File: src/hdl/tmcd_pkg.sv
package tmcd_pkg;

	localparam int TICK_BITS = 24;
	localparam int POS_BITS  = 8;

	typedef logic [7:0]           char_t;
	typedef logic [TICK_BITS-1:0] ticks_t;

	// input item kinds
	localparam logic MODE_BYTE = 1'b0;
	localparam logic MODE_TICK = 1'b1;

	// command characters
	localparam char_t CH_R    = 8'h52;
	localparam char_t CH_L    = 8'h4C;
	localparam char_t CH_G    = 8'h47;
	localparam char_t CH_U    = 8'h55;
	localparam char_t CH_F    = 8'h46;
	localparam char_t CH_B    = 8'h42;
	localparam char_t CH_P    = 8'h50;
	localparam char_t CH_T    = 8'h54;
	localparam char_t CH_ZERO = 8'h30;

	// frame positions (position counts bytes before the current one)
	localparam logic [POS_BITS-1:0] POS_CATEGORY  = 8'd1;
	localparam logic [POS_BITS-1:0] POS_ACTION    = 8'd2;
	localparam logic [POS_BITS-1:0] POS_EVENT     = 8'd3;
	localparam logic [POS_BITS-1:0] POS_MIN_LAST  = 8'd4;
	localparam logic [POS_BITS-1:0] POS_DIGITS    = 8'd5;
	localparam logic [POS_BITS-1:0] POS_DUR_VALID = 8'd6;
	localparam logic [POS_BITS-1:0] POS_MAX       = 8'd255;

	localparam ticks_t MAX_RUN_RESET = 24'd10000;

	typedef struct packed {
		logic in_b;
		logic in_a;
		logic en;
	} wheel_t;

	typedef struct packed {
		wheel_t left;
		wheel_t right;
	} pins_t;

	localparam wheel_t WHEEL_OFF = 3'b000;
	localparam wheel_t WHEEL_FWD = 3'b011;
	localparam wheel_t WHEEL_REV = 3'b101;

	// completed frame handed from the assembler to the drive logic
	typedef struct packed {
		logic   finish;
		char_t  category;
		char_t  action;
		char_t  evt;
		logic   dur_zero;
		ticks_t run_ticks;
	} frame_done_t;

	typedef struct packed {
		pins_t pins;
		logic  run;
	} drive_status_t;

endpackage

File: src/hdl/tmcd_if.sv
interface tmcd_in_if;
	logic       valid;
	logic       ready;
	logic       mode;
	logic [7:0] cmd_byte;
	logic       last_byte;

	modport source(output valid, output mode, output cmd_byte, output last_byte, input ready);
	modport sink(input valid, input mode, input cmd_byte, input last_byte, output ready);
endinterface

interface tmcd_out_if;
	logic valid;
	logic ready;
	logic right_enable;
	logic right_in_a;
	logic right_in_b;
	logic left_enable;
	logic left_in_a;
	logic left_in_b;
	logic timed_active;

	modport source(output valid, output right_enable, output right_in_a, output right_in_b,
		output left_enable, output left_in_a, output left_in_b, output timed_active,
		input ready);
	modport sink(input valid, input right_enable, input right_in_a, input right_in_b,
		input left_enable, input left_in_a, input left_in_b, input timed_active,
		output ready);
endinterface

interface tmcd_cfg_if;
	logic        valid;
	logic        ready;
	logic [23:0] data;

	modport source(output valid, output data, input ready);
	modport sink(input valid, input data, output ready);
endinterface

File: src/hdl/tmcd_frame.sv
module tmcd_frame #(
	parameter int ACC_BITS = 32
) (
	input  logic                   clk,
	input  logic                   arst_n,
	input  logic                   proc,
	input  logic                   mode,
	input  tmcd_pkg::char_t        cmd_byte,
	input  logic                   last_byte,
	input  tmcd_pkg::ticks_t       max_run_ticks,
	output tmcd_pkg::frame_done_t  done
);

	localparam int CMP_BITS = (ACC_BITS > tmcd_pkg::TICK_BITS) ? ACC_BITS : tmcd_pkg::TICK_BITS;

	logic [tmcd_pkg::POS_BITS-1:0] pos_q;
	tmcd_pkg::char_t               cat_q;
	tmcd_pkg::char_t               act_q;
	tmcd_pkg::char_t               evt_q;
	logic [ACC_BITS-1:0]           acc_q;
	logic [ACC_BITS-1:0]           acc_next;
	logic [ACC_BITS-1:0]           dur;
	logic [CMP_BITS-1:0]           dur_ext;
	logic [CMP_BITS-1:0]           max_ext;
	logic                          byte_beat;

	assign byte_beat = proc && (mode == tmcd_pkg::MODE_BYTE);

	// acc * 10 + (byte - '0'), wrapping at the accumulator width
	assign acc_next = (acc_q << 3) + (acc_q << 1)
		+ {{(ACC_BITS-8){1'b0}}, cmd_byte}
		- {{(ACC_BITS-8){1'b0}}, tmcd_pkg::CH_ZERO};

	assign dur     = (pos_q >= tmcd_pkg::POS_DUR_VALID) ? acc_q : '0;
	assign dur_ext = CMP_BITS'(dur);
	assign max_ext = CMP_BITS'(max_run_ticks);

	always_comb begin
		done.finish    = byte_beat && last_byte && (pos_q >= tmcd_pkg::POS_MIN_LAST);
		done.category  = cat_q;
		done.action    = act_q;
		done.evt       = evt_q;
		done.dur_zero  = (dur == '0);
		done.run_ticks = (dur_ext > max_ext) ? max_run_ticks
			: dur_ext[tmcd_pkg::TICK_BITS-1:0];
	end

	always_ff @(posedge clk or negedge arst_n) begin
		if (!arst_n) begin
			pos_q <= '0;
			cat_q <= '0;
			act_q <= '0;
			evt_q <= '0;
			acc_q <= '0;
		end else if (byte_beat) begin
			if (last_byte) begin
				pos_q <= '0;
				cat_q <= '0;
				act_q <= '0;
				evt_q <= '0;
				acc_q <= '0;
			end else begin
				if (pos_q == tmcd_pkg::POS_CATEGORY)
					cat_q <= cmd_byte;
				else if (pos_q == tmcd_pkg::POS_ACTION)
					act_q <= cmd_byte;
				else if (pos_q == tmcd_pkg::POS_EVENT)
					evt_q <= cmd_byte;
				else if (pos_q >= tmcd_pkg::POS_DIGITS)
					acc_q <= acc_next;
				if (pos_q != tmcd_pkg::POS_MAX)
					pos_q <= pos_q + 1'b1;
			end
		end
	end

endmodule

File: src/hdl/tmcd_drive.sv
module tmcd_drive (
	input  logic                    clk,
	input  logic                    arst_n,
	input  logic                    proc,
	input  logic                    mode,
	input  tmcd_pkg::frame_done_t   done,
	output tmcd_pkg::drive_status_t status
);

	tmcd_pkg::pins_t  pins_q;
	tmcd_pkg::pins_t  pins_d;
	logic             run_q;
	logic             run_d;
	tmcd_pkg::ticks_t ticks_q;
	tmcd_pkg::ticks_t ticks_d;
	tmcd_pkg::wheel_t wheel_bits;
	logic             wheel_ok;
	tmcd_pkg::wheel_t run_bits;
	logic             run_ok;

	always_comb begin
		wheel_ok   = 1'b1;
		wheel_bits = tmcd_pkg::WHEEL_OFF;
		if (done.evt == tmcd_pkg::CH_U)
			wheel_bits = tmcd_pkg::WHEEL_OFF;
		else if (done.action == tmcd_pkg::CH_F)
			wheel_bits = tmcd_pkg::WHEEL_FWD;
		else if (done.action == tmcd_pkg::CH_B)
			wheel_bits = tmcd_pkg::WHEEL_REV;
		else
			wheel_ok = 1'b0;

		run_ok   = !done.dur_zero;
		run_bits = tmcd_pkg::WHEEL_OFF;
		if (done.evt == tmcd_pkg::CH_F)
			run_bits = tmcd_pkg::WHEEL_FWD;
		else if (done.evt == tmcd_pkg::CH_B)
			run_bits = tmcd_pkg::WHEEL_REV;
		else
			run_ok = 1'b0;
	end

	always_comb begin
		pins_d  = pins_q;
		run_d   = run_q;
		ticks_d = ticks_q;
		if (proc && (mode == tmcd_pkg::MODE_TICK)) begin
			if (run_q) begin
				if (ticks_q <= tmcd_pkg::TICK_BITS'(1)) begin
					pins_d  = '0;
					run_d   = 1'b0;
					ticks_d = '0;
				end else begin
					ticks_d = ticks_q - 1'b1;
				end
			end
		end else if (done.finish) begin
			if (done.category == tmcd_pkg::CH_R) begin
				if (!run_q && wheel_ok)
					pins_d.right = wheel_bits;
			end else if (done.category == tmcd_pkg::CH_L) begin
				if (!run_q && wheel_ok)
					pins_d.left = wheel_bits;
			end else if (done.category == tmcd_pkg::CH_G) begin
				if (done.action == tmcd_pkg::CH_P) begin
					pins_d  = '0;
					run_d   = 1'b0;
					ticks_d = '0;
				end else if (done.action == tmcd_pkg::CH_T && run_ok) begin
					pins_d.left  = run_bits;
					pins_d.right = run_bits;
					run_d        = 1'b1;
					ticks_d      = done.run_ticks;
				end
			end
		end
	end

	always_ff @(posedge clk or negedge arst_n) begin
		if (!arst_n) begin
			pins_q  <= '0;
			run_q   <= 1'b0;
			ticks_q <= '0;
		end else begin
			pins_q  <= pins_d;
			run_q   <= run_d;
			ticks_q <= ticks_d;
		end
	end

	assign status.pins = pins_q;
	assign status.run  = run_q;

endmodule

File: src/hdl/timed_motor_command_decoder_unit.sv
// Decodes framed text commands for two H-bridge wheels and runs timed moves from millisecond
// ticks. Each input beat is either a command byte or a tick; every beat gives exactly one output
// beat with the six pin levels and the timed-run flag as they stand after that beat. A beat is
// registered on entry; the frame assembler and pin/run state are updated as it moves into the
// output register, so its result appears together with the output valid flag and is held until
// taken; one beat per cycle is sustained and the only stall is backpressure on the output
// register. The cap register (reset 10000 ticks) is written over its own port, which is always
// ready, and should be changed only while idle.
module timed_motor_command_decoder_unit #(
	parameter int ACC_BITS = 32
) (
	input logic              clk,
	input logic              arst_n,
	tmcd_in_if.sink          in_ch,
	tmcd_out_if.source       out_ch,
	tmcd_cfg_if.sink         cfg
);

	logic                    valid_s1;
	logic                    mode_s1;
	tmcd_pkg::char_t         byte_s1;
	logic                    last_s1;
	logic                    out_valid_q;
	logic                    adv;
	logic                    proc;
	tmcd_pkg::ticks_t        max_run_q;
	tmcd_pkg::frame_done_t   done;
	tmcd_pkg::drive_status_t status;

	assign adv         = !out_valid_q || out_ch.ready;
	assign proc        = valid_s1 && adv;
	assign in_ch.ready = !valid_s1 || adv;
	assign cfg.ready   = 1'b1;

	always_ff @(posedge clk or negedge arst_n) begin
		if (!arst_n)
			max_run_q <= tmcd_pkg::MAX_RUN_RESET;
		else if (cfg.valid)
			max_run_q <= cfg.data;
	end

	always_ff @(posedge clk or negedge arst_n) begin
		if (!arst_n) begin
			valid_s1    <= 1'b0;
			out_valid_q <= 1'b0;
		end else begin
			if (in_ch.ready)
				valid_s1 <= in_ch.valid;
			if (adv)
				out_valid_q <= valid_s1;
		end
	end

	always_ff @(posedge clk) begin
		if (in_ch.valid && in_ch.ready) begin
			mode_s1 <= in_ch.mode;
			byte_s1 <= in_ch.cmd_byte;
			last_s1 <= in_ch.last_byte;
		end
	end

	tmcd_frame #(
		.ACC_BITS(ACC_BITS)
	) u_frame (
		.clk          (clk),
		.arst_n       (arst_n),
		.proc         (proc),
		.mode         (mode_s1),
		.cmd_byte     (byte_s1),
		.last_byte    (last_s1),
		.max_run_ticks(max_run_q),
		.done         (done)
	);

	// pin and run registers double as the result register
	tmcd_drive u_drive (
		.clk   (clk),
		.arst_n(arst_n),
		.proc  (proc),
		.mode  (mode_s1),
		.done  (done),
		.status(status)
	);

	assign out_ch.valid        = out_valid_q;
	assign out_ch.right_enable = status.pins.right.en;
	assign out_ch.right_in_a   = status.pins.right.in_a;
	assign out_ch.right_in_b   = status.pins.right.in_b;
	assign out_ch.left_enable  = status.pins.left.en;
	assign out_ch.left_in_a    = status.pins.left.in_a;
	assign out_ch.left_in_b    = status.pins.left.in_b;
	assign out_ch.timed_active = status.run;

endmodule
File: src/flat_wrapper.sv
// flat-port wrapper written by rule: the top's interface ports become plain ports
module timed_motor_command_decoder_unit_flat 
#(
	parameter int ACC_BITS = 32
)
  (clk, arst_n, in_ch_valid, in_ch_mode, in_ch_cmd_byte, in_ch_last_byte, in_ch_ready, out_ch_valid, out_ch_right_enable, out_ch_right_in_a, out_ch_right_in_b, out_ch_left_enable, out_ch_left_in_a, out_ch_left_in_b, out_ch_timed_active, out_ch_ready, cfg_valid, cfg_data, cfg_ready);
  tmcd_in_if in_ch_i ();
  tmcd_out_if out_ch_i ();
  tmcd_cfg_if cfg_i ();
  input logic clk;
  input logic arst_n;
  input wire logic [$bits(in_ch_i.valid)-1:0] in_ch_valid;
  input wire logic [$bits(in_ch_i.mode)-1:0] in_ch_mode;
  input wire logic [$bits(in_ch_i.cmd_byte)-1:0] in_ch_cmd_byte;
  input wire logic [$bits(in_ch_i.last_byte)-1:0] in_ch_last_byte;
  output wire logic [$bits(in_ch_i.ready)-1:0] in_ch_ready;
  output wire logic [$bits(out_ch_i.valid)-1:0] out_ch_valid;
  output wire logic [$bits(out_ch_i.right_enable)-1:0] out_ch_right_enable;
  output wire logic [$bits(out_ch_i.right_in_a)-1:0] out_ch_right_in_a;
  output wire logic [$bits(out_ch_i.right_in_b)-1:0] out_ch_right_in_b;
  output wire logic [$bits(out_ch_i.left_enable)-1:0] out_ch_left_enable;
  output wire logic [$bits(out_ch_i.left_in_a)-1:0] out_ch_left_in_a;
  output wire logic [$bits(out_ch_i.left_in_b)-1:0] out_ch_left_in_b;
  output wire logic [$bits(out_ch_i.timed_active)-1:0] out_ch_timed_active;
  input wire logic [$bits(out_ch_i.ready)-1:0] out_ch_ready;
  input wire logic [$bits(cfg_i.valid)-1:0] cfg_valid;
  input wire logic [$bits(cfg_i.data)-1:0] cfg_data;
  output wire logic [$bits(cfg_i.ready)-1:0] cfg_ready;
  assign in_ch_i.valid = in_ch_valid;
  assign in_ch_i.mode = in_ch_mode;
  assign in_ch_i.cmd_byte = in_ch_cmd_byte;
  assign in_ch_i.last_byte = in_ch_last_byte;
  assign in_ch_ready = in_ch_i.ready;
  assign out_ch_valid = out_ch_i.valid;
  assign out_ch_right_enable = out_ch_i.right_enable;
  assign out_ch_right_in_a = out_ch_i.right_in_a;
  assign out_ch_right_in_b = out_ch_i.right_in_b;
  assign out_ch_left_enable = out_ch_i.left_enable;
  assign out_ch_left_in_a = out_ch_i.left_in_a;
  assign out_ch_left_in_b = out_ch_i.left_in_b;
  assign out_ch_timed_active = out_ch_i.timed_active;
  assign out_ch_i.ready = out_ch_ready;
  assign cfg_i.valid = cfg_valid;
  assign cfg_i.data = cfg_data;
  assign cfg_ready = cfg_i.ready;
  timed_motor_command_decoder_unit #(.ACC_BITS(ACC_BITS)) u_core (.clk(clk), .arst_n(arst_n), .in_ch(in_ch_i), .out_ch(out_ch_i), .cfg(cfg_i));
endmodule
File: config.mk
export PLATFORM = sky130hd
export DESIGN_NAME = timed_motor_command_decoder_unit_flat
export DESIGN_NICKNAME = d
export VERILOG_FILES = /design/src/hdl/tmcd_pkg.sv /design/src/hdl/tmcd_if.sv /design/src/hdl/tmcd_frame.sv /design/src/hdl/tmcd_drive.sv /design/src/hdl/timed_motor_command_decoder_unit.sv /design/src/flat_wrapper.sv
export SDC_FILE = /design/constraint.sdc
export NUM_CORES = 1
export LEC_CHECK = 0
export BUFFER_PORTS_ARGS = -buffer_cell sky130_fd_sc_hd__clkbuf_2
export CAP_MARGIN = 5
export CORE_UTILIZATION = 50
export CTS_CLUSTER_DIAMETER = 40
export DETAILED_ROUTE_END_ITERATION = 8
export MAX_ROUTING_LAYER = met4
export PLACE_DENSITY = 0.75
export SYNTH_ARGS = -nofsm -noshare
export SYNTH_HDL_FRONTEND = slang
export SYNTH_SLANG_ARGS = --single-unit
export TNS_END_PERCENT = 10
File: constraint.sdc
create_clock -name clk -period 11.8 [get_ports clk]
set_input_delay 2.36 -clock clk [delete_from_list [all_inputs] [get_ports clk]]
set_output_delay 2.36 -clock clk [all_outputs]
set_load 0.1 [all_outputs]
==> results of run 1 <==
## final timing paths
| kind | start | end | slack, ns | cells past startpoint |
|---|---|---|---|---|
| max | out_ch_ready | in_ch_ready | 6.35 | 4 |
| min | u_core.u_drive.status[3] | u_core.u_drive.status[3] | 0.50 | 1 |
| max reg2reg | u_core.u_frame.pos_q[0] | u_core.u_drive.ticks_q[11] | 7.33 | 13 |
| min reg2reg | u_core.u_drive.status[3] | u_core.u_drive.status[3] | 0.50 | 1 |
| max in group asynchronous | arst_n | u_core.u_frame.acc_q[22] | 8.47 | 2 |
| min in group asynchronous | arst_n | u_core.out_ch.valid | 1.96 | 1 |
## routing by layer
layer  share of wire (%)  global-route usage (%)  up-vias
li1                    -                       -     3933
met1                  46                    33.6     3930
met2                  47                    41.1      232
met3                 5.1                    4.03       44
met4                 1.9                    8.62        0
met5                   0                       -        -
## power by group through the flow
stage	registers (µW)	clock network [µW]	logic [µW]
3_3_place_gp	634	0	1900
3_5_place_dp	635	0	1940
6_report	633	577	1980
5_1_grt	640	598	2250
2_1_floorplan	593	0	1560
4_1_cts	628	580	1970
## state kept, by name, indices dropped and copies added, names as in the netlist
register / flops
u_core.mode_s1: 1
u_core.u_frame.acc_q: 32
u_core.max_run_q: 24
u_core.byte_s1: 8
u_core.u_drive.status: 6
u_core.u_drive.ticks_q: 24
u_core.u_frame.pos_q: 8
u_core.last_s1: 1
u_core.out_ch.valid: 1
u_core.valid_s1: 1
u_core.u_frame.cat_q: 8
u_core.u_frame.act_q: 8
u_core.u_frame.evt_q: 8
u_core.u_drive.run_q: 1
## layout by cell type (no fill, tap or decap), types with 15 or more instances in the layout
cell type / instances
inv_1: 130
dfrtp_1: 116
ha_1: 112
nand2_1: 109
o21ai_0: 106
nor2_1: 51
a21oi_1: 50
clkbuf_2: 46
mux2i_1: 30
a31oi_1: 26
nor3_1: 23
nand3_1: 22
nand2b_1: 19
a221o_1: 18
clkbuf_16: 17
a21o_1: 15
## metrics by stage
| stage | hold slack, ns | cell area [µm²] | total power, µW | setup slack [ns] |
|---|---|---|---|---|
| 2_1_floorplan | 0.462 | 9520 | 2150 | 6.35 |
| 3_3_place_gp | 0.480 | 9970 | 2530 | 6.34 |
| 3_5_place_dp | 0.486 | 9970 | 2580 | 6.35 |
| 4_1_cts | 0.499 | 10600 | 3180 | 6.35 |
| 5_1_grt | 0.533 | 10600 | 3490 | 6.29 |
| 6_report | 0.495 | 10600 | 3190 | 6.35 |
## synth_stat cells (10+ instances only)
master	number	share of area, %
xor2_1	11	1.0
o21ai_0	106	5.6
nor4_1	11	0.72
nor3_1	24	1.3
mux2i_1	30	3.2
a221o_1	18	1.9
nor2_1	51	2.0
a31oi_1	26	1.7
a21o_1	15	1.2
nand2b_1	19	1.2
dfrtp_1	116	31
clkbuf_1	32	1.3
inv_1	130	5.1
a22o_1	14	1.3
nand3_1	22	1.2
xnor2_1	14	1.3
a21oi_1	50	2.6
nand2_1	109	4.3
edfxtp_1	10	3.2
ha_1	112	15
## kinds of logic (layout without fill, tap and decap cells)
kind of cell / after synthesis / in the layout
flops: 131 / 131
xor+xnor: 25 / 25
compound gates: 307 / 307
fa+ha+maj: 118 / 118
mux: 33 / 33
other cells: 1 / 1
simple gates: 292 / 292
buf+inv: 168 / 219
## final cells by class
class                   instances  area [µm²]
clock buffers                  18         429
well taps                     234         293
inverters                     130         488
flip-flops and latches        131        3330
clock inverters                14         209
fillers                      1614        8100
repair buffers                 57         313
multi-input cells             776        5540
## worst max-delay path: stages
cell	delay (ns)
clkbuf_2	0.08
nor2b_1	0.17
nand2_1	0.10
clkbuf_2	0.38
==> summary.md, run 1 <==
| Metric | Value |
|---|---|
| Synth Area in Simple Gates | `15.2%` |
| Power share of the combinational group | `62.1%` |
| Netlist cell types | `68` |
| Number of flops mapped to enable cells by yosys | `10` |
| Row count | `50` |
| Most used flip-flop cell after synthesis | `dfrtp_1` |
| Fin Setup TNS | `0 ns` |
| Initial core utilization | `50.9%` |
| Crit-path max FO | `3` |
| VDD IR-drop max | `0.203 mV` |
| First-pass GRT wire length | `39.1 mm` |
| Drt pass-1 iters | `7` |
| 1st-iter DRT viols | `570` |
| GPL Wtd Cong | `0.934` |
| Initial antenna violation count | `0` |
| GR Overflow Total | `0` |
| Worst clock skew | `0.0111 ns` |
| Residual DRC count | `0` |
| Final Max Tran Viols | `0` |
| Mux cell area share after synthesis | `3.51%` |
| Vias in the first global route | `7906` |
| Compound-Gate Fraction of Synth Area | `21.0%` |
| Wire per inst | `17.3 µm` |
| Max Cap Violations | `0` |
| Status | `finished, final reports clean` |
| Layout net count | `1270` |
| CTS tree | `built` |
| Combinational family with the most area after synthesis | `compound AO/OA/AOI/OAI gates` |
| Post-Syn Area per Cell | `8.85 µm²` |
| Post-CTS Setup Inserts | `0` |
| Fin cells | `1360` |
| Antenna Nets Post-Route | `0` |
| Diode count | `0` |
| Fraction of registers with async set/reset | `92.4%` |
| IO buf count | `47` |
| Routed vias | `8139` |
| Clk sinks | `131` |
| Min Tclk post-route | `5.45 ns` |
| Clock power share | `18.1%` |
| Synthesized Nets | `1232` |
| Mapped Area | `9520 µm²` |
| Worst setup SP type | `primary input` |
| Worst Path Required | `9.44 ns` |
| Vias/cell | `5.98` |
| Max_slew headroom | `20.4%` |
| Routed wire length | `23.6 mm` |
| Hold WC Path Type | `reg -> reg` |
| Mapped Cells | `1075` |
| RSZ-0062 raised after global routing | `false` |
| Clock Pin Slew Worst Setup and Hold Paths | `0.06 ns` |
| Die ar. | `19600 µm²` |
| Part of the power in registers | `19.8%` |
| Clock Latency Late Sink | `0.43 ns` |
| Internal | `1740 µW` |
| Final Core Density | `56.7%` |
| Leakage | `0.00526 µW` |
| Total CTS buffers | `17` |
| CTS max path bufs | `2` |
| P&R area growth vs syn | `11.5%` |
| Layout cells sized above 1 | `9.41%` |
| WP data arrival | `3.09 ns` |
| CP Capture Type | `output port` |
| Adder-cell share of the synthesized area | `16.0%` |
| Pwr per Cell Area | `301 nW/µm²` |
| Yosys warnings | `0` |
| Placed Instances | `1328` |
| Setup violators final | `0` |
| XOR/XNOR share of the synthesized area | `2.30%` |
| Net switching power | `1450 µW` |
| Post_cts resized | `0` |
| I/O Pins | `49` |
| Largest net degree at the start of global routing | `74` |
| Critical path class | `in -> out` |
| Maximum clock rate | `183 MHz` |
| Core region area | `18700 µm²` |
| Global Route Usage Sum | `25.8%` |
| Post-synthesis sequential area ratio | `35.0%` |
| Die Wd | `140 µm` |
| Die Y | `140 µm` |
| Hold Buf Count CTS | `0` |
| Switching share of power | `45.6%` |
| Tcrit/Tclk final | `46.2%` |
| Root buffer cell | `clkbuf_16` |
| Post-DP HPWL | `17.2 mm` |
| #FFs+latches synth | `131` |
| Least-Margin Pin Slew | `1.19 ns` |
| CTS H-tree depth | `4` |
| Final hold vios | `0` |
Power figures use the tool's default switching activity.
==> run 2: changes to the inputs <==
--- a/config.mk
+++ b/config.mk
@@ -5,13 +5,14 @@
 export SDC_FILE = /design/constraint.sdc
 export NUM_CORES = 1
 export LEC_CHECK = 0
+export ABC_AREA = 1
 export BUFFER_PORTS_ARGS = -buffer_cell sky130_fd_sc_hd__clkbuf_2
 export CAP_MARGIN = 5
 export CORE_UTILIZATION = 50
 export CTS_CLUSTER_DIAMETER = 40
 export DETAILED_ROUTE_END_ITERATION = 8
 export MAX_ROUTING_LAYER = met4
-export PLACE_DENSITY = 0.75
+export PLACE_DENSITY = 0.78
 export SYNTH_ARGS = -nofsm -noshare
 export SYNTH_HDL_FRONTEND = slang
 export SYNTH_SLANG_ARGS = --single-unit
==> constraint.sdc (replaced) <==
create_clock -name clk -period 4.6 [get_ports clk]
set_input_delay 0.92 -clock clk [delete_from_list [all_inputs] [get_ports clk]]
set_output_delay 0.92 -clock clk [all_outputs]
set_load 0.1 [all_outputs]
==> run 2 against run 1 <==
  * Critical path depth grew 15
  * Die area increased by 5.5%
  * Via count increased by 12%
  * Clock skew is 0.0025 ns lower
  * Clock-buffer cell count up 2
  * First-iteration DRC count shrank 4.0%
  * Synthesized area rose by 5.5%
  * Hold slack worse by 0.013 ns
  * Final cell count grew 26%
==> summary.md, run 2 <==
| Metric | Value |
|---|---|
| IO buf count | `47` |
| Status | `finished, final reports clean` |
| Final hold vios | `0` |
| First-pass GRT wire length | `40.5 mm` |
| Worst setup path end | `u_core.u_drive.ticks_q[12]` |
| Layout cells sized above 1 | `8.06%` |
| XOR/XNOR share of the synthesized area | `1.74%` |
| Max reg flops | `32` |
| Reg2Reg Setup Slack | `0.60 ns` |
| Worst clock skew | `0.00855 ns` |
| Critical path class | `reg -> reg` |
| Core region area | `19600 µm²` |
| Antenna Nets Post-Route | `0` |
| Setup violators final | `0` |
| Top cells by count, synth | `333 x nand2_1, 223 x inv_1, 116 x dfrtp_1, 116 x o21ai_0` |
| Combinational family with the most area after synthesis | `simple AND/OR/NAND/NOR gates` |
| Row count | `51` |
| Multi-input logic area | `5680 µm²` |
| Worst setup SP type | `flop` |
| Compound-Gate Fraction of Synth Area | `12.9%` |
| Top flop regs | `u_core.u_frame.acc_q: 32 flops, u_core.max_run_q: 24 flops, u_core.u_drive.ticks_q: 24 flops` |
| Capturing point of the worst reg2reg path | `u_core.u_drive.ticks_q[12]` |
| Post-DP HPWL | `18.3 mm` |
| Post-Syn Area per Cell | `7.19 µm²` |
| Post-synthesis sequential area ratio | `33.2%` |
| Hold Buf Count CTS | `0` |
| Clk sinks | `131` |
| GR Overflow Total | `0` |
| Die Wd | `144 µm` |
| P&R area growth vs syn | `10.5%` |
| Wire per inst | `14.0 µm` |
| Least-Margin Pin Slew | `1.11 ns` |
| Vias in the first global route | `8558` |
| #FFs+latches synth | `131` |
| Clock Pin Slew Worst Setup and Hold Paths | `0.06 ns` |
| Largest net degree at the start of global routing | `69` |
| Max_slew headroom | `25.8%` |
| Root buffer cell | `clkbuf_16` |
| Synth top area share | `28.9%` |
| Commonest non-fill, non-tap cells in the layout | `333 x nand2_1, 223 x inv_1, 116 x o21ai_0, 116 x dfrtp_1` |
| Drt pass-1 iters | `6` |
| Commonest non-fill, non-tap cell in the layout | `nand2_1` |
| Routed vias | `9102` |
| 1st-iter DRT viols | `547` |
| Hold WC Path Type | `reg -> reg` |
| CTS H-tree depth | `4` |
| Routed wire length | `24.0 mm` |
| Synthesized Nets | `1554` |
| Vias/cell | `5.30` |
| Max Cap Violations | `0` |
| Final-layout fill cell count | `1816` |
| Die ar. | `20700 µm²` |
| Synth Area in Simple Gates | `26.7%` |
| CP Capture Type | `flop` |
| CTS tree | `built` |
| Maximum clock rate | `250 MHz` |
| Synth area leader | `dfrtp_1` |
| Clock Latency Late Sink | `0.42 ns` |
| Mux cell area share after synthesis | `0%` |
| Total CTS buffers | `17` |
| Adder-cell share of the synthesized area | `15.1%` |
| Initial core utilization | `51.3%` |
| I/O Pins | `49` |
| Count leader, synth | `nand2_1` |
| Number of flops mapped to enable cells by yosys | `10` |
| R2R depth | `19` |
| Mapped Cells | `1397` |
| Tcrit/Tclk final | `87.0%` |
| GPL Wtd Cong | `0.877` |
| Fin Setup TNS | `0 ns` |
| Biggest register | `u_core.u_frame.acc_q` |
| Yosys warnings | `0` |
| Top cells by area, synth | `dfrtp_1 29%, ha_1 14%, nand2_1 12%, inv_1 8.3%, o21ai_0 5.8%` |
| RSZ-0062 raised after global routing | `false` |
| Fraction of registers with async set/reset | `92.4%` |
| Netlist cell types | `47` |
| Initial antenna violation count | `0` |
| Post-CTS Setup Inserts | `0` |
| Crit-path max FO | `25` |
| Mapped Area | `10000 µm²` |
| R2R Path Start | `u_core.u_frame.pos_q[0]` |
| Min Tclk post-route | `4.00 ns` |
| Register area | `3330 µm²` |
| Diode count | `0` |
| Worst Path Required | `4.96 ns` |
| Layout net count | `1595` |
| Residual DRC count | `0` |
| CTS max path bufs | `2` |
| Crit path launch | `u_core.u_frame.pos_q[0]` |
| Global Route Usage Sum | `25.5%` |
| Post_cts resized | `0` |
| WP data arrival | `4.36 ns` |
| Most used flip-flop cell after synthesis | `dfrtp_1` |
| Final Max Tran Viols | `0` |
| Die Y | `144 µm` |
run 2: cell types whose count changed after synthesis, moves of 14 or more:
cell,delta
inv_1,+93
nand2b_1,-19
nand2_1,+224
a31oi_1,-21
clkbuf_1,-14
nor2_1,+61
a221o_1,-18
nand3_1,+80
a22o_1,-14
mux2i_1,-30
run 2: worst min path at each step:
stage / startpoint / end / cells after the start
after floorplan: u_core.u_frame.evt_q[7] / u_core.u_frame.evt_q[7] / 2
after global placement: u_core.u_frame.evt_q[7] / u_core.u_frame.evt_q[7] / 2
after detailed placement: u_core.u_frame.evt_q[7] / u_core.u_frame.evt_q[7] / 2
after CTS: u_core.u_frame.evt_q[7] / u_core.u_frame.evt_q[7] / 2
after global routing: u_core.u_frame.evt_q[7] / u_core.u_frame.evt_q[7] / 2
final: u_core.u_frame.evt_q[7] / u_core.u_frame.evt_q[7] / 2
run 2: routing by layer:
metal	part of all wire, %	GRT usage (%)	vias up
met5	0	-	-
met4	1.9	7.67	0
met3	3.4	3.53	34
met2	48	42.6	211
met1	47	32.0	4222
li1	-	-	4635
run 2: area by class of cell:
| class | count | area share, % |
|---|---|---|
| inverters | 229 | 7.75 |
| clock inverters | 12 | 1.33 |
| repair buffers | 57 | 2.82 |
| multi-input cells | 1002 | 51.1 |
| well taps | 265 | 2.99 |
| clock buffers | 20 | 3.93 |
| flip-flops and latches | 131 | 30.0 |
run 2: cell families (layout without fill, tap and decap cells):
group | Yosys count | count (layout)
AOI/OAI and AO/OA | 237 | 237
and+or+nand+nor | 626 | 626
adders and majority gates | 118 | 118
buffers and inverters | 264 | 318
DFF | 131 | 131
xor gates and xnor gates | 20 | 20
other | 1 | 1
run 2: per-stage QoR:
stage / hold slack, ns / setup WS [ns] / cells / utilization, % / area (µm²)
6_report: 0.482 / 0.596 / 1716 / 56.7 / 11100
5_1_grt: 0.510 / 0.203 / 1716 / 56.7 / 11100
4_1_cts: 0.481 / 0.624 / 1715 / 56.6 / 11100
3_5_place_dp: 0.466 / 0.661 / 1683 / 53.6 / 10500
3_3_place_gp: 0.460 / 0.721 / 1683 / 53.6 / 10500
2_1_floorplan: 0.444 / 1.54 / 1397 / - / 10000
run 2: worst max-delay path, cell delays in order (launching register included):
cell	delay, ns
dfrtp_1	0.38
inv_1	0.10
ha_1	0.23
o21ai_1	0.15
nand3_2	0.12
inv_1	0.47
nor2_1	0.14
ha_1	0.34
nand4_1	0.09
inv_1	0.07
nand4_1	0.13
nor2_1	0.19
nand2_1	0.08
nand2_2	0.34
nand2_1	0.54
nand2_1	0.20
nand3_1	0.12
nand2_1	0.08
nand3_1	0.07
nand2_1	0.08
Power of run 2 is left out: the tool's default activity adds up to more than one toggle a clock period on the data nets, which glitch-free logic cannot reach.
==> run 3: changes to the inputs <==
--- a/config.mk
+++ b/config.mk
@@ -9,11 +9,13 @@
 export BUFFER_PORTS_ARGS = -buffer_cell sky130_fd_sc_hd__clkbuf_2
 export CAP_MARGIN = 5
 export CORE_UTILIZATION = 50
+export CTS_BUF_LIST = sky130_fd_sc_hd__clkbuf_8
 export CTS_CLUSTER_DIAMETER = 40
 export DETAILED_ROUTE_END_ITERATION = 8
 export MAX_ROUTING_LAYER = met4
-export PLACE_DENSITY = 0.78
+export PLACE_DENSITY = 0.77
 export SYNTH_ARGS = -nofsm -noshare
 export SYNTH_HDL_FRONTEND = slang
+export SYNTH_HIERARCHICAL = 1
 export SYNTH_SLANG_ARGS = --single-unit
 export TNS_END_PERCENT = 10
==> run 3 against run 2 <==
  * Synthesized cell count rose by 20%
  * Hold slack worse by 0.0085 ns
  * Non-clock buffer count shrank 5
  * Die area is 13% higher
  * Global-route usage is 0.12 points higher
  * First-iteration DRC count increased by 35%
  * Final cell count rose by 17%
  * Largest cell class unchanged
==> summary.md, run 3 <==
| Metric | Value |
|---|---|
| Drt pass-1 iters | `8` |
| Yosys warnings | `6` |
| Top flop regs | `u_core/u_frame/acc_q: 32 flops, u_core/max_run_q: 24 flops, u_core/u_drive/ticks_q: 24 flops` |
| CTS max path bufs | `2` |
| Max reg flops | `32` |
| Final hold vios | `0` |
| Layout net count | `1870` |
| Wire per inst | `13.7 µm` |
| CP Capture Type | `flop` |
| Hold Buf Count CTS | `0` |
| IO buf count | `47` |
| Fin Setup TNS | `0 ns` |
| Net switching power | `5330 µW` |
| Netlist cell types | `50` |
| Die Wd | `153 µm` |
| Post-DP HPWL | `21.2 mm` |
| Tcrit/Tclk final | `83.3%` |
| I/O Pins | `49` |
| CTS tree | `built` |
| Global Route Usage Sum | `25.6%` |
| P&R area growth vs syn | `7.39%` |
| CTS H-tree depth | `4` |
| First-pass GRT wire length | `47.1 mm` |
| Part of the power in registers | `17.6%` |
| Status | `finished, final reports clean` |
| Initial antenna violation count | `0` |
| Core region area | `22000 µm²` |
| Routed wire length | `27.5 mm` |
| Internal | `4480 µW` |
| Power share of the combinational group | `70.8%` |
| Hold WC Path Type | `reg -> reg` |
| Synth area leader | `dfrtp_1` |
| WP data arrival | `4.18 ns` |
| Worst Path Required | `4.95 ns` |
| Clk sinks | `131` |
| Max Cap Violations | `0` |
| Commonest non-fill, non-tap cells in the layout | `531 x nand2_1, 302 x inv_1, 153 x nor2_1` |
| Count leader, synth | `nand2_1` |
| Commonest non-fill, non-tap cell in the layout | `nand2_1` |
| Leakage | `0.00686 µW` |
| Worst setup SP type | `flop` |
| Clock Pin Slew Worst Setup and Hold Paths | `0.08 ns` |
| Top cells by area, synth | `dfrtp_1 26%, nand2_1 18%, ha_1 12%, inv_1 10%, nand3_1 6.1%` |
| Post-Syn Area per Cell | `6.77 µm²` |
| Max_slew headroom | `38.1%` |
| GR Overflow Total | `0` |
| VDD IR-drop max | `0.475 mV` |
| Final Max Tran Viols | `0` |
| Initial core utilization | `51.5%` |
| #FFs+latches synth | `131` |
| Post-CTS Setup Inserts | `0` |
| Routed vias | `10400` |
| Die ar. | `23300 µm²` |
| Total chip power | `9810 µW` |
| Diode count | `0` |
| Top cells by count, synth | `531 x nand2_1, 302 x inv_1, 153 x nor2_1` |
| Worst clock skew | `0.0185 ns` |
| Vias/cell | `5.19` |
| Number of flops mapped to enable cells by yosys | `10` |
| Synth top area share | `25.6%` |
| Residual DRC count | `0` |
| Setup violators final | `0` |
| RSZ-0062 raised after global routing | `false` |
| Row count | `54` |
| Pwr per Cell Area | `805 nW/µm²` |
| Clock power share | `11.5%` |
| Most used flip-flop cell after synthesis | `dfrtp_1` |
| Largest net degree at the start of global routing | `59` |
| Die Y | `153 µm` |
| Crit-path max FO | `25` |
| Mapped Cells | `1676` |
| 1st-iter DRT viols | `740` |
| GPL Wtd Cong | `0.936` |
| Vias in the first global route | `9971` |
| Switching share of power | `54.3%` |
| Clock Latency Late Sink | `0.47 ns` |
| Least-Margin Pin Slew | `0.929 ns` |
| Antenna Nets Post-Route | `0` |
| Root buffer cell | `clkbuf_8` |
| Fraction of registers with async set/reset | `92.4%` |
| Total CTS buffers | `17` |
| Critical path class | `reg -> reg` |
| Maximum clock rate | `261 MHz` |
| Post-synthesis sequential area ratio | `29.4%` |
| Layout cells sized above 1 | `9.33%` |
| Synthesized Nets | `1833` |
| Biggest register | `u_core/u_frame/acc_q` |
| Mapped Area | `11300 µm²` |
| Min Tclk post-route | `3.83 ns` |
| Post_cts resized | `0` |
run 3: cell count changes after synthesis, sizes merged, moves of 14 or more:
| cell | delta |
|---|---|
| nor3 | -14 |
| nand2 | +204 |
| inv | +78 |
| a21oi | -27 |
| o21ai | -55 |
| nor2 | +59 |
| nand3 | +41 |
run 3: kinds of logic after synthesis:
kind of cell	after synthesis	synth area share (%)
simple gates	914	35.1
buf+inv	341	12.3
compound gates	141	7.24
flops	131	29.4
fa+ha+maj	118	13.4
xor+xnor	23	1.78
mux	7	0.695
other cells	1	0.0330
run 3: per-stage QoR:
step / worst slack [ns] / hold slack, ns / utilization [%] / instances / area (µm²)
floorplan: 1.66 / 0.447 / - / 1676 / 11300
global placement: 1.00 / 0.456 / 53.3 / 1974 / 11700
detailed placement: 0.888 / 0.461 / 53.3 / 1974 / 11700
CTS: 0.854 / 0.483 / 55.3 / 2006 / 12200
global route: 0.323 / 0.500 / 55.3 / 2006 / 12200
finish: 0.767 / 0.473 / 55.3 / 2006 / 12200
run 3: metal layers:
layer | vias up | part of all wire (%) | GRT usage, %
met5 | - | 0 | -
met4 | 0 | 1.9 | 8.42
met3 | 38 | 5.8 | 4.12
met2 | 311 | 46 | 40.8
met1 | 4748 | 46 | 33.1
li1 | 5321 | - | -
run 3: worst paths after layout:
check / startpoint / end / slack, ns / depth (start not counted)
max in group asynchronous: arst_n / u_core/max_run_q[13] / 3.16 / 2
min in group asynchronous: arst_n / u_core/u_frame/acc_q[16] / 0.53 / 1
hold reg to reg: u_core/u_drive/status[4] / u_core/u_drive/status[4] / 0.47 / 2
setup / recovery: u_core/u_frame/pos_q[0] / u_core/u_drive/ticks_q[2] / 0.77 / 21
setup reg to reg: u_core/u_frame/pos_q[0] / u_core/u_drive/ticks_q[2] / 0.77 / 21
hold / removal: u_core/u_drive/status[4] / u_core/u_drive/status[4] / 0.47 / 2
run 3: worst max-delay path: stages, from the launching register on:
cell and delay (ns):
dfrtp_1 0.44, inv_1 0.12, ha_1 0.24, o21ai_1 0.12, inv_1 0.07, nor2_4 0.25, buf_4 0.27, nor2_1 0.11
ha_1 0.29, nand2_1 0.07, nor2_1 0.14, nand4_1 0.12, nor2_1 0.16, nand2_1 0.08, nand2_2 0.33, nand2_2 0.38
nand2_1 0.15, nand2_1 0.06, nand2_1 0.06, nand2_1 0.07, nand4_1 0.09, nand2_1 0.08
run 3: area by class of cell:
cell class	count	area, µm²
Clock buffer	18	248
Clock inverter	14	201
Fill cell	2126	9840
Inverter	307	1150
Multi-Input combinational cell	1204	6610
Sequential cell	131	3330
Tap cell	280	350
Timing Repair Buffer	52	288
run 3: power by group through the flow:
stage	Sequential [µW]	Combinational (µW)	Clock [µW]
final	1730	6950	1130
after CTS	1720	6890	1150
after global placement	1730	6680	0
after floorplan	1680	5360	0
after detailed placement	1740	6830	0
after global routing	1770	8010	1200
